File: src/sv/pts_pkg.sv
// ----------------------------------------------------------------------------
// pts_pkg
// Shared types and constants of the priority timeslice task scheduler.
// ----------------------------------------------------------------------------
package pts_pkg;

    localparam int CMD_W     = 2;
    localparam int PRIO_W    = 8;
    localparam int SLICE_W   = 16;
    localparam int TASK_ID_W = 4;

    localparam logic [CMD_W-1:0] CMD_TICK   = 2'd0;
    localparam logic [CMD_W-1:0] CMD_CREATE = 2'd1;
    localparam logic [CMD_W-1:0] CMD_EXIT   = 2'd2;

    // one task table entry
    typedef struct packed {
        logic [PRIO_W-1:0]  prio;
        logic [SLICE_W-1:0] slice;
        logic [SLICE_W-1:0] rem;
    } t_entry;

    typedef enum logic [2:0] {
        ST_IDLE,
        ST_SCAN1,
        ST_DECIDE,
        ST_SCAN2,
        ST_PICK2,
        ST_RESP
    } t_state;

endpackage

File: src/sv/pts_if.sv
// ----------------------------------------------------------------------------
// pts_if
// Valid/ready channels of the task scheduler: command in, result out.
// ----------------------------------------------------------------------------
interface pts_cmd_if;
    logic                         valid;
    logic                         ready;
    logic [pts_pkg::CMD_W-1:0]    cmd;
    logic [pts_pkg::PRIO_W-1:0]   task_priority;
    logic [pts_pkg::SLICE_W-1:0]  task_slice;

    modport source (output valid, cmd, task_priority, task_slice, input ready);
    modport sink   (input valid, cmd, task_priority, task_slice, output ready);
endinterface

interface pts_res_if;
    logic                           valid;
    logic                           ready;
    logic [pts_pkg::TASK_ID_W-1:0]  running_task;
    logic                           running_valid;
    logic                           switched;
    logic                           accepted;
    logic [pts_pkg::TASK_ID_W-1:0]  created_index;
    logic                           yield_request;

    modport source (output valid, running_task, running_valid, switched, accepted,
                    created_index, yield_request, input ready);
    modport sink   (input valid, running_task, running_valid, switched, accepted,
                    created_index, yield_request, output ready);
endinterface

File: src/sv/priority_timeslice_task_scheduler.sv
// ----------------------------------------------------------------------------
// priority_timeslice_task_scheduler
// Preemptive priority round-robin scheduler over a table of TASK_SLOTS tasks.
//
// i_cmd carries one command per transaction: tick, create task or exit the
// running task. o_res returns exactly one result transaction per command.
// Only one command is in flight; i_cmd.ready is high while the sequencer idles,
// also while a finished result still waits on o_res.
// Create and exit: the result is registered in the result state once o_res is free.
// Tick: one pass (SCAN1) over the created entries of the task table at one
// entry per cycle through the single read port of the table memory, then
// DECIDE; when DECIDE takes no task and the running slice is spent, a second
// pass (SCAN2) for a lower-priority task and PICK2 follow.
// The running task's entry lives in working registers and is written back to
// the table on a switch. A stalled o_res holds its result; the next result is
// loaded once it has been taken. Reset empties the table (alive bits cleared)
// and leaves no task running; no clearing pass is needed.
// ----------------------------------------------------------------------------
module priority_timeslice_task_scheduler #(
    parameter int TASK_SLOTS = 10
) (
    input  logic       i_clk,
    input  logic       i_rst_n,
    pts_cmd_if.sink    i_cmd,
    pts_res_if.source  o_res
);

    localparam int IDX_W = (TASK_SLOTS > 1) ? $clog2(TASK_SLOTS) : 1;
    localparam int CNT_W = $clog2(TASK_SLOTS + 1);
    localparam logic [CNT_W-1:0] SLOTS_CNT = CNT_W'(TASK_SLOTS);

    pts_pkg::t_state r_state, n_state;

    pts_pkg::t_entry r_mem [TASK_SLOTS];
    pts_pkg::t_entry r_rd;
    logic                        mem_we;
    logic [IDX_W-1:0]            mem_waddr;
    pts_pkg::t_entry             mem_wdata;
    logic                        mem_re;

    logic [TASK_SLOTS-1:0]       r_alive;
    logic [CNT_W-1:0]            r_count;
    logic [CNT_W-1:0]            r_idx;
    logic [IDX_W-1:0]            r_chk_idx;
    logic                        r_chk_v;

    logic                        r_cur_valid;
    logic [IDX_W-1:0]            r_cur;
    logic [pts_pkg::PRIO_W-1:0]  r_cur_prio;
    logic [pts_pkg::SLICE_W-1:0] r_cur_slice;
    logic [pts_pkg::SLICE_W-1:0] r_cur_rem;

    logic                        r_found;
    logic [IDX_W-1:0]            r_best_idx;
    logic [pts_pkg::PRIO_W-1:0]  r_best_prio;
    logic [pts_pkg::SLICE_W-1:0] r_best_slice;

    logic                        r_sw;
    logic                        r_acc;
    logic                        r_yield;
    logic [IDX_W-1:0]            r_cidx;

    logic                             r_out_valid;
    logic [pts_pkg::TASK_ID_W-1:0]    r_o_task;
    logic                             r_o_rv;
    logic                             r_o_sw;
    logic                             r_o_acc;
    logic [pts_pkg::TASK_ID_W-1:0]    r_o_cidx;
    logic                             r_o_yield;

    logic cmd_fire;
    logic scan_done;
    logic cand;
    logic better;
    logic take1;
    logic out_free;

    assign cmd_fire  = i_cmd.valid && i_cmd.ready;
    assign scan_done = (r_idx == r_count);
    assign out_free  = !r_out_valid || o_res.ready;
    assign take1     = r_found && (!r_cur_valid || r_best_prio <= r_cur_prio);

    // candidate test on the entry read in the previous cycle
    always_comb begin
        if (r_state == pts_pkg::ST_SCAN1) begin
            cand = r_chk_v && r_alive[r_chk_idx] && (r_rd.rem != '0)
                   && !(r_cur_valid && (r_chk_idx == r_cur));
        end else begin
            cand = r_chk_v && r_alive[r_chk_idx] && (r_rd.prio > r_cur_prio);
        end
        better = cand && (!r_found || (r_rd.prio < r_best_prio));
    end

    // next state
    always_comb begin
        n_state = r_state;
        unique case (r_state)
            pts_pkg::ST_IDLE: begin
                if (cmd_fire) begin
                    n_state = (i_cmd.cmd == pts_pkg::CMD_TICK) ? pts_pkg::ST_SCAN1
                                                                : pts_pkg::ST_RESP;
                end
            end
            pts_pkg::ST_SCAN1: begin
                if (scan_done) n_state = pts_pkg::ST_DECIDE;
            end
            pts_pkg::ST_DECIDE: begin
                if (take1) begin
                    n_state = pts_pkg::ST_RESP;
                end else if (r_cur_valid && (r_cur_rem == '0)) begin
                    n_state = pts_pkg::ST_SCAN2;
                end else begin
                    n_state = pts_pkg::ST_RESP;
                end
            end
            pts_pkg::ST_SCAN2: begin
                if (scan_done) n_state = pts_pkg::ST_PICK2;
            end
            pts_pkg::ST_PICK2: begin
                n_state = pts_pkg::ST_RESP;
            end
            pts_pkg::ST_RESP: begin
                if (out_free) n_state = pts_pkg::ST_IDLE;
            end
            default: n_state = pts_pkg::ST_IDLE;
        endcase
    end

    // outputs and table port control
    always_comb begin
        i_cmd.ready = 1'b0;
        mem_re      = 1'b0;
        mem_we      = 1'b0;
        mem_waddr   = r_cur;
        mem_wdata   = '{prio: r_cur_prio, slice: r_cur_slice, rem: r_cur_rem};
        unique case (r_state)
            pts_pkg::ST_IDLE: begin
                i_cmd.ready = 1'b1;
                if (cmd_fire && (i_cmd.cmd == pts_pkg::CMD_CREATE)
                    && (r_count < SLOTS_CNT)) begin
                    mem_we    = 1'b1;
                    mem_waddr = r_count[IDX_W-1:0];
                    mem_wdata = '{prio: i_cmd.task_priority, slice: i_cmd.task_slice,
                                  rem: i_cmd.task_slice};
                end
            end
            pts_pkg::ST_SCAN1, pts_pkg::ST_SCAN2: begin
                mem_re = !scan_done;
            end
            pts_pkg::ST_DECIDE: begin
                mem_we = take1 && r_cur_valid;
            end
            pts_pkg::ST_PICK2: begin
                mem_we = r_found;
            end
            pts_pkg::ST_RESP: begin
            end
            default: begin
            end
        endcase
    end

    assign o_res.valid         = r_out_valid;
    assign o_res.running_task  = r_o_task;
    assign o_res.running_valid = r_o_rv;
    assign o_res.switched      = r_o_sw;
    assign o_res.accepted      = r_o_acc;
    assign o_res.created_index = r_o_cidx;
    assign o_res.yield_request = r_o_yield;

    // task table
    always_ff @(posedge i_clk) begin
        if (mem_we) r_mem[mem_waddr] <= mem_wdata;
        if (mem_re) r_rd <= r_mem[r_idx[IDX_W-1:0]];
    end

    always_ff @(posedge i_clk) begin
        if (!i_rst_n) begin
            r_state     <= pts_pkg::ST_IDLE;
            r_alive     <= '0;
            r_count     <= '0;
            r_cur_valid <= 1'b0;
            r_cur       <= '0;
            r_idx       <= '0;
            r_chk_v     <= 1'b0;
            r_found     <= 1'b0;
            r_out_valid <= 1'b0;
        end else begin
            r_state <= n_state;

            if ((r_state == pts_pkg::ST_RESP) && out_free) begin
                r_out_valid <= 1'b1;
                r_o_task    <= r_cur_valid ? pts_pkg::TASK_ID_W'(r_cur) : '0;
                r_o_rv      <= r_cur_valid;
                r_o_sw      <= r_sw;
                r_o_acc     <= r_acc;
                r_o_cidx    <= pts_pkg::TASK_ID_W'(r_cidx);
                r_o_yield   <= r_yield;
            end else if (o_res.ready) begin
                r_out_valid <= 1'b0;
            end

            case (r_state)
                pts_pkg::ST_IDLE: begin
                    if (cmd_fire) begin
                        r_sw    <= 1'b0;
                        r_acc   <= 1'b0;
                        r_yield <= 1'b0;
                        r_cidx  <= '0;
                        r_idx   <= '0;
                        r_chk_v <= 1'b0;
                        r_found <= 1'b0;
                        case (i_cmd.cmd)
                            pts_pkg::CMD_TICK: begin
                                if (r_cur_valid && (r_cur_rem != '0)) begin
                                    r_cur_rem <= r_cur_rem - 1'b1;
                                end
                            end
                            pts_pkg::CMD_CREATE: begin
                                if (r_count < SLOTS_CNT) begin
                                    r_alive[r_count[IDX_W-1:0]] <= 1'b1;
                                    r_count <= r_count + 1'b1;
                                    r_acc   <= 1'b1;
                                    r_cidx  <= r_count[IDX_W-1:0];
                                    r_yield <= !r_cur_valid
                                               || (i_cmd.task_priority < r_cur_prio);
                                end
                            end
                            pts_pkg::CMD_EXIT: begin
                                if (r_cur_valid) begin
                                    r_alive[r_cur] <= 1'b0;
                                    r_cur_valid    <= 1'b0;
                                    r_cur          <= '0;
                                    r_yield        <= 1'b1;
                                end
                            end
                            default: begin
                            end
                        endcase
                    end
                end
                pts_pkg::ST_SCAN1, pts_pkg::ST_SCAN2: begin
                    if (!scan_done) r_idx <= r_idx + 1'b1;
                    r_chk_idx <= r_idx[IDX_W-1:0];
                    r_chk_v   <= !scan_done;
                    if (better) begin
                        r_found      <= 1'b1;
                        r_best_idx   <= r_chk_idx;
                        r_best_prio  <= r_rd.prio;
                        r_best_slice <= r_rd.slice;
                    end
                end
                pts_pkg::ST_DECIDE: begin
                    r_idx   <= '0;
                    r_chk_v <= 1'b0;
                    r_found <= 1'b0;
                    if (take1) begin
                        r_cur       <= r_best_idx;
                        r_cur_valid <= 1'b1;
                        r_cur_prio  <= r_best_prio;
                        r_cur_slice <= r_best_slice;
                        r_cur_rem   <= r_best_slice;
                        r_sw        <= 1'b1;
                    end else if (r_cur_valid && (r_cur_rem == '0)) begin
                        r_cur_rem <= r_cur_slice;
                    end
                end
                pts_pkg::ST_PICK2: begin
                    if (r_found) begin
                        r_cur       <= r_best_idx;
                        r_cur_prio  <= r_best_prio;
                        r_cur_slice <= r_best_slice;
                        r_cur_rem   <= r_best_slice;
                        r_sw        <= 1'b1;
                    end
                end
                default: begin
                end
            endcase
        end
    end

    a_running_alive: assert property (@(posedge i_clk) disable iff (!i_rst_n)
        r_cur_valid |-> r_alive[r_cur])
        else $error("running task is not alive");

    a_running_created: assert property (@(posedge i_clk) disable iff (!i_rst_n)
        r_cur_valid |-> (CNT_W'(r_cur) < r_count))
        else $error("running task beyond created tasks");

    a_count_bound: assert property (@(posedge i_clk) disable iff (!i_rst_n)
        r_count <= SLOTS_CNT)
        else $error("task count beyond capacity");

    a_idle_index: assert property (@(posedge i_clk) disable iff (!i_rst_n)
        (o_res.valid && !o_res.running_valid) |-> (o_res.running_task == '0))
        else $error("running index set with no running task");

endmodule

File: src/flat_wrapper.sv
// flat-port wrapper written by rule: the top's interface ports become plain ports
module priority_timeslice_task_scheduler_flat 
#(
    parameter int TASK_SLOTS = 10
)
  (i_clk, i_rst_n, i_cmd_valid, i_cmd_cmd, i_cmd_task_priority, i_cmd_task_slice, i_cmd_ready, o_res_valid, o_res_running_task, o_res_running_valid, o_res_switched, o_res_accepted, o_res_created_index, o_res_yield_request, o_res_ready);
  pts_cmd_if i_cmd_i ();
  pts_res_if o_res_i ();
  input  logic i_clk;
  input  logic i_rst_n;
  input wire logic [$bits(i_cmd_i.valid)-1:0] i_cmd_valid;
  input wire logic [$bits(i_cmd_i.cmd)-1:0] i_cmd_cmd;
  input wire logic [$bits(i_cmd_i.task_priority)-1:0] i_cmd_task_priority;
  input wire logic [$bits(i_cmd_i.task_slice)-1:0] i_cmd_task_slice;
  output wire logic [$bits(i_cmd_i.ready)-1:0] i_cmd_ready;
  output wire logic [$bits(o_res_i.valid)-1:0] o_res_valid;
  output wire logic [$bits(o_res_i.running_task)-1:0] o_res_running_task;
  output wire logic [$bits(o_res_i.running_valid)-1:0] o_res_running_valid;
  output wire logic [$bits(o_res_i.switched)-1:0] o_res_switched;
  output wire logic [$bits(o_res_i.accepted)-1:0] o_res_accepted;
  output wire logic [$bits(o_res_i.created_index)-1:0] o_res_created_index;
  output wire logic [$bits(o_res_i.yield_request)-1:0] o_res_yield_request;
  input wire logic [$bits(o_res_i.ready)-1:0] o_res_ready;
  assign i_cmd_i.valid = i_cmd_valid;
  assign i_cmd_i.cmd = i_cmd_cmd;
  assign i_cmd_i.task_priority = i_cmd_task_priority;
  assign i_cmd_i.task_slice = i_cmd_task_slice;
  assign i_cmd_ready = i_cmd_i.ready;
  assign o_res_valid = o_res_i.valid;
  assign o_res_running_task = o_res_i.running_task;
  assign o_res_running_valid = o_res_i.running_valid;
  assign o_res_switched = o_res_i.switched;
  assign o_res_accepted = o_res_i.accepted;
  assign o_res_created_index = o_res_i.created_index;
  assign o_res_yield_request = o_res_i.yield_request;
  assign o_res_i.ready = o_res_ready;
  priority_timeslice_task_scheduler #(.TASK_SLOTS(TASK_SLOTS)) u_core (.i_clk(i_clk), .i_rst_n(i_rst_n), .i_cmd(i_cmd_i), .o_res(o_res_i));
endmodule
File: config.mk
export PLATFORM = sky130hd
export DESIGN_NAME = priority_timeslice_task_scheduler_flat
export DESIGN_NICKNAME = d
export VERILOG_FILES = /design/src/sv/pts_pkg.sv /design/src/sv/pts_if.sv /design/src/sv/priority_timeslice_task_scheduler.sv /design/src/flat_wrapper.sv
export SDC_FILE = /design/constraint.sdc
export NUM_CORES = 1
export LEC_CHECK = 0
export ABC_AREA = 1
export BUFFER_PORTS_ARGS = -buffer_cell sky130_fd_sc_hd__buf_2
export CAP_MARGIN = 20
export CORE_MARGIN = 3
export CORE_UTILIZATION = 37
export DETAILED_ROUTE_END_ITERATION = 10
export PLACE_DENSITY = 0.6
export SLEW_MARGIN = 30
export SYNTH_ARGS = -nofsm -noshare
export SYNTH_HDL_FRONTEND = slang
export SYNTH_SLANG_ARGS = --single-unit
File: constraint.sdc
create_clock -name i_clk -period 10.2 [get_ports i_clk]
set_input_delay 1.02 -clock i_clk [delete_from_list [all_inputs] [get_ports i_clk]]
set_output_delay 1.02 -clock i_clk [all_outputs]
set_load 0.02 [all_outputs]
== After elaboration in Yosys (flattened, before gate mapping) ==
Memory sizes are Yosys's and may differ from the RTL's. A register that Yosys moved wholly into a read port is not among the register bits.
Cells that the tools add are included.
Storage, ports and cells
  register bits after elaboration: 120
  bits of input ports: 30
  memories kept: 1
  output and inout port bits: 14
  bits in read-only memories: 0
  bits in latches: 0
  logic and storage cells: 185
  memory bits (writable): 400
Operators by class
  eq/ne operators: 24
  shifts and indexed selects: 0
  add/subtract/negate cells: 3
  $mul: 0
  bitwise operators: 3
  magnitude comparators: 10
  multiplexer cells: 65
  reductions and logical operators: 53
  divide/modulo/power cells: 0
Memories
  u_core.r_mem: depth 10, width 40, rd ports 1, clocked after memory_dff 1, wr ports 1, RTL line priority_timeslice_task_scheduler.sv:34  | pts_pkg::t_entry r_mem [TASK_SLOTS];
Operators by type and width (count)
  2-to-1 mux 16 bit: 7
  2-to-1 mux 40 bit: 2
  one-hot mux 16 bit (3 select lines): 1
  2-to-1 mux 4 bit: 9
  one-hot mux 16 bit (2 select lines): 1
  nonzero test 16 bit: 2
  inequality test 2 x 1 -> 1 bit (second input constant): 12
  one-hot mux 4 bit (3 select lines): 2
  2-to-1 mux 3 bit: 7
  2-to-1 mux 1 bit: 20
  2-to-1 mux 10 bit: 2
  one-hot mux 10 bit (2 select lines): 1
  one-hot mux 3 bit (6 select lines): 1
  logical AND 1 bit: 16
  zero test 16 bit: 1
  less-than comparator 8 bit: 2
  2-to-1 mux 8 bit: 2
  one-hot mux 8 bit (2 select lines): 1
  AND reduction 4 bit: 4
  subtractor 16 x 1 -> 16 bit (second input constant): 1
  less-than comparator 4 x 5 -> 1 bit (second input constant): 3
  one-hot mux 1 bit (3 select lines): 4
  AND reduction 3 bit: 4
  bitwise AND 10 bit: 1
  29 further kinds: 52

== Logic depth before layout (Yosys ltp) ==
  depth in word-level cells: 9
  depth in mapped cells: 16
  gate-level depth less buffers: 16

== Least setup slack after synthesis ==
Ideal clock, no wire load.
  kind: input to register
  start: in i_cmd_cmd[1]
  end: mem u_core.r_mem[2][0] (netlist bit), enable pin
  slack: 4996 ps
  data required time: 9713 ps
  setup time: 487 ps
  arrival time: 4717 ps
  stages on the path: 10
  buffers on the path: 0
  cell sequence: inv_1 > ha_1 > inv_1 > nor2_4 > nand2_8 > nor2_2 > a21oi_2 > inv_1 > nand2_1 > nor3_1
Between the ends
  word-level cells in the longest chain between the ends: 7
  elaborated cells on any way between the ends: 9
  classes of those cells: 1 x eq/ne; 6 x mux; 2 x reduce/logical
RTL lines
  from (decl): RTL line flat_wrapper.sv:12  | input wire logic [$bits(i_cmd_i.cmd)-1:0] i_cmd_cmd;
  == test 2 x 1 -> 1 bit (*): RTL line priority_timeslice_task_scheduler.sv:139  | if (cmd_fire && (i_cmd.cmd == pts_pkg::CMD_CREATE)
  logical AND 1 bit (*): RTL line priority_timeslice_task_scheduler.sv:139
  logical AND 1 bit (*): RTL line priority_timeslice_task_scheduler.sv:140  | && (r_count < SLOTS_CNT)) begin
  2-to-1 mux 1 bit: RTL line priority_timeslice_task_scheduler.sv:139
  one-hot mux 1 bit (3 select lines): RTL line priority_timeslice_task_scheduler.sv:136  | unique case (r_state)
  2-to-1 mux 1 bit: RTL line priority_timeslice_task_scheduler.sv:173  | if (mem_we) r_mem[mem_waddr] <= mem_wdata;
  2-to-1 mux 1 bit (implied by the code): RTL line priority_timeslice_task_scheduler.sv:173
  to (decl): RTL line priority_timeslice_task_scheduler.sv:34
Every way passes the cells marked *; elsewhere a longest branch is shown, timed or not.

== Final worst setup path ==
  start: in i_cmd_cmd[1]
  end: mem u_core.r_mem[1][12] (netlist bit), enable pin
The elaborated chain is that of the path after synthesis.

==> metrics.md <==
| Metric | Value |
|---|---|
| Status | finished, final reports clean |
| Psw | 1.80 mW |
| Num CTS Buffers | 54 |
| Critical path type | in -> reg |
| Residual DRC | 0 |
| Clock slew at reported path FFs | 60 ps |
| Via density | 5.24 |
| Comb pwr share | 0.204 |
| Compound-gate portion of the synthesized area | 0.106 |
| Post-synthesis sequential area ratio | 0.712 |
| Yosys warning count | 0 |
| Synth async-reset ratio | 0 |
| Initial Util | 0.375 |
| Port Buffers | between 40 and 50 |
| Top FF cell, synth | edfxtp_1 |
| Post-synthesis mux area share | 0.0198 |
| Clk root buf | clkbuf_16 |
| CP Cell Sequence | buf_2 > inv_1 > ha_1 > inv_1 > nor2_4 > nand2_8 > inv_6 > a21oi_1 > nand2_1 > nand2_1 > nor2_4 > buf_4 |
| Netlist cell types | 48 |
| Largest net degree at the start of global routing | 180 |
| CTS H-tree lvls | 2 |
| Vias in the first global route | 13.9k |
| First-pass GRT wire length | around 82000 µm |
| Startpoint types | primary input |
| Antenna cells | 0 |
| TritonRoute pass-1 iters | 5 |
| Layout Nets | 1942 |
| Fin crit share | 0.339 |
| Final Max Tran Viols | 0 |
| Max-cap violations | 0 |
| Yosys top cell area share | 0.687 |
| CTS tree | built |
| Total gr overflow | 0 |
| Syn-to-layout area delta | 12.5% |
| Syn_area_per_cell | roughly 13 µm² |
| Std cell rows | 91 |
| CP max stage delay | 530 ps |
| Adder-cell share of the synthesized area | 0.0210 |
| Clock power share | 0.322 |
| Synth Area in Simple Gates | 0.100 |
| Post-cts resize count | 0 |
| DR vias | 14.5k |
| # setup viols final | 0 |
| Placeable Area | 61900 µm² |
| Clk sinks | 560 |
| Layout cells sized above 1 | 0.0995 |
| CTS Hold Bufs | 0 |
| Switching share of power | 0.299 |
| FMAX | 0.289 GHz |
| RSZ-0062 raised after global routing | no |
| Routed wire per std cell | roughly 19 µm |
| Min Tclk post-route | 3460 ps |
| ANT nets after route | 0 |
| Data arrival, critical path | 3700 ps |
| Power Density | between 200 and 250 nW/µm² |
| Max Root-Sink Buffers | 3 |
| Reg power frac | 0.474 |
| Pleak | 8.75 nW |
| Clk Latency, worst-skew pair | 610 ps |
| Pint | 4.22 mW |
| Top cells by area, synth | edfxtp_1, o21ai_0, nor2_1 |
| Die area | 65800 µm² |
| IO Count | 44 |
| Crit path max fanout | 63 |
| Largest area contributor in the netlist | edfxtp_1 |
| Peak supply drop | 0.000154 V |
| XOR/XNOR share of the synthesized area | 0.00189 |
| Fillers | 5772 |
| Post-synth EDFFs | 531 |
| Critical path data required time | 10450 ps |
| Fin. Hold Viols | 0 |
| Syn Nets | 1910 |
| Drt initial violations | ~1.5k |
| Setup slack, reg-to-reg | between 6000 and 7000 ps |
| Fin util | 0.421 |
| Dpl hpwl | 30400 µm |
| Mapped Area | 23200 µm² |
| Routed wire length | 53600 µm |
| Gr usage total | 0.160 |
| Min-Delay Path Class | reg -> reg |
| Final Skew | 25.2 ps |
| CP Capture Type | register |
| Die Ht | 256 µm |
| Total Neg Setup Slack | 0 ps |
| Worst rel slew slack | 0.300 |
| Number of synthesized register bits | 560 |
| Setup Buffers After CTS | 0 |
| Final RePlAce weighted congestion | 0.836 |
| Synth Instances | between 1.5k and 2k |
| Final Power | 6.02 mW |
| CP max stage cell | nor2_4 |
| Initial antenna violation count | 0 |
| Measured slew at the worst slew-check pin | 1050 ps |
| Die width | 256 µm |
| Combinational family with the most area after synthesis | compound AO/OA/AOI/OAI gates |
## metal layers
| metal | routed length (µm) | up-vias | GRT usage | share of wire |
|---|---|---|---|---|
| met5 | 0 | - | 0 | 0 |
| met4 | 1280 | 0 | 0.0510 | 0.024 |
| met3 | 3690 | 87 | 0.0284 | 0.069 |
| met2 | 24700 | 448 | 0.252 | 0.46 |
| met1 | 23900 | 7109 | 0.226 | 0.45 |
| li1 | - | 6808 | - | - |
## flip-flops by register name (all words and copies together), names as in the netlist, 8 cells and up
register and flops:
u_core.r_cur_rem 16, u_core.r_cur_slice 16, u_core.r_cur_prio 8, u_core.r_best_slice 16, u_core.r_rd 40, u_core.r_mem 400, u_core.r_best_prio 8, u_core.r_alive 10
## cell usage in the layout (no fill, tap or decap), drive strengths merged
cell / instances
bufinv: 4
nor3: 54
clkinv: 31
nor2: 268
buf: 71
o22ai: 34
xor2: 5
and3: 1
nand2: 158
dfxtp: 29
o21ai: 268
o221ai: 50
clkbuf: 68
o211ai: 14
clkinvlp: 1
nand4: 16
nor4: 4
or2: 1
a21boi: 2
nand3: 43
a21o: 1
a211oi: 2
o21a: 2
a31oi: 1
inv: 119
nor3b: 1
edfxtp: 531
a21oi: 55
mux2i: 46
ha: 39
## power by group through the flow
stage	clock, mW	combinational (mW)	sequential (mW)
2_1_floorplan	0	0.892	2.86
3_3_place_gp	0	1.19	2.91
3_5_place_dp	0	1.22	2.91
4_1_cts	1.98	1.22	2.86
5_1_grt	2.08	1.36	2.87
6_report	1.94	1.23	2.85
## worst max-delay path: cells and delay by family
family	cells	cell delay, ps
simple gates	5	1240
compound gates	1	80
fa+ha+maj	1	170
buf+inv	5	1170
## stage by stage
stage | area [µm²] | setup WS, ps | hold slack (ps) | std cells
3_3_place_gp | 24300 | 6200 | 401 | 2652
2_1_floorplan | 23200 | 5000 | 400 | 1841
6_report | 26100 | 6740 | 417 | 2756
4_1_cts | 26000 | 6770 | 419 | 2754
3_5_place_dp | 24300 | 6130 | 405 | 2652
5_1_grt | 26100 | 6470 | 417 | 2756
## final cells by class
type	instances	area (µm²)	area share
Inverter	121	467	0.0179
Multi-Input combinational cell	1065	5870	0.225
Clock buffer	68	1430	0.0546
Clock inverter	34	280	0.0107
Sequential cell	560	16500	0.633
Tap cell	837	1050	0.0401
Timing Repair Buffer	71	478	0.0183
## logic make-up after synthesis
family	count (synthesis)
adders and majority gates	39
DFF	560
xor gates and xnor gates	5
muxes	46
buffers and inverters	216
AOI/OAI and AO/OA	429
and+or+nand+nor	546
## final timing paths
check             depth (start not counted)                         endpoint                           start
setup / recovery                         12    u_core.r_mem[1][12]$_DFFE_PP_                    i_cmd_cmd[1]
hold / removal                            0  u_core.o_res.accepted$_DFFE_PP_      u_core.r_acc$_SDFFCE_PN0P_
setup reg to reg                         10    u_core.r_mem[1][12]$_DFFE_PP_  u_core.r_state[0]$_SDFFE_PN0P_
hold reg to reg                           0  u_core.o_res.accepted$_DFFE_PP_      u_core.r_acc$_SDFFCE_PN0P_
## Yosys cell counts, types with 35 or more instances
cell        n
mux2i_1    46
clkbuf_1   50
nor2_1    262
buf_2      35
nand3_1    41
nor3_1     51
o21ai_0   259
nand2_1   153
inv_1     108
ha_1       39
o221ai_1   50
a21oi_1    52
edfxtp_1  531
Note: power is estimated with default switching activity, not from simulation.
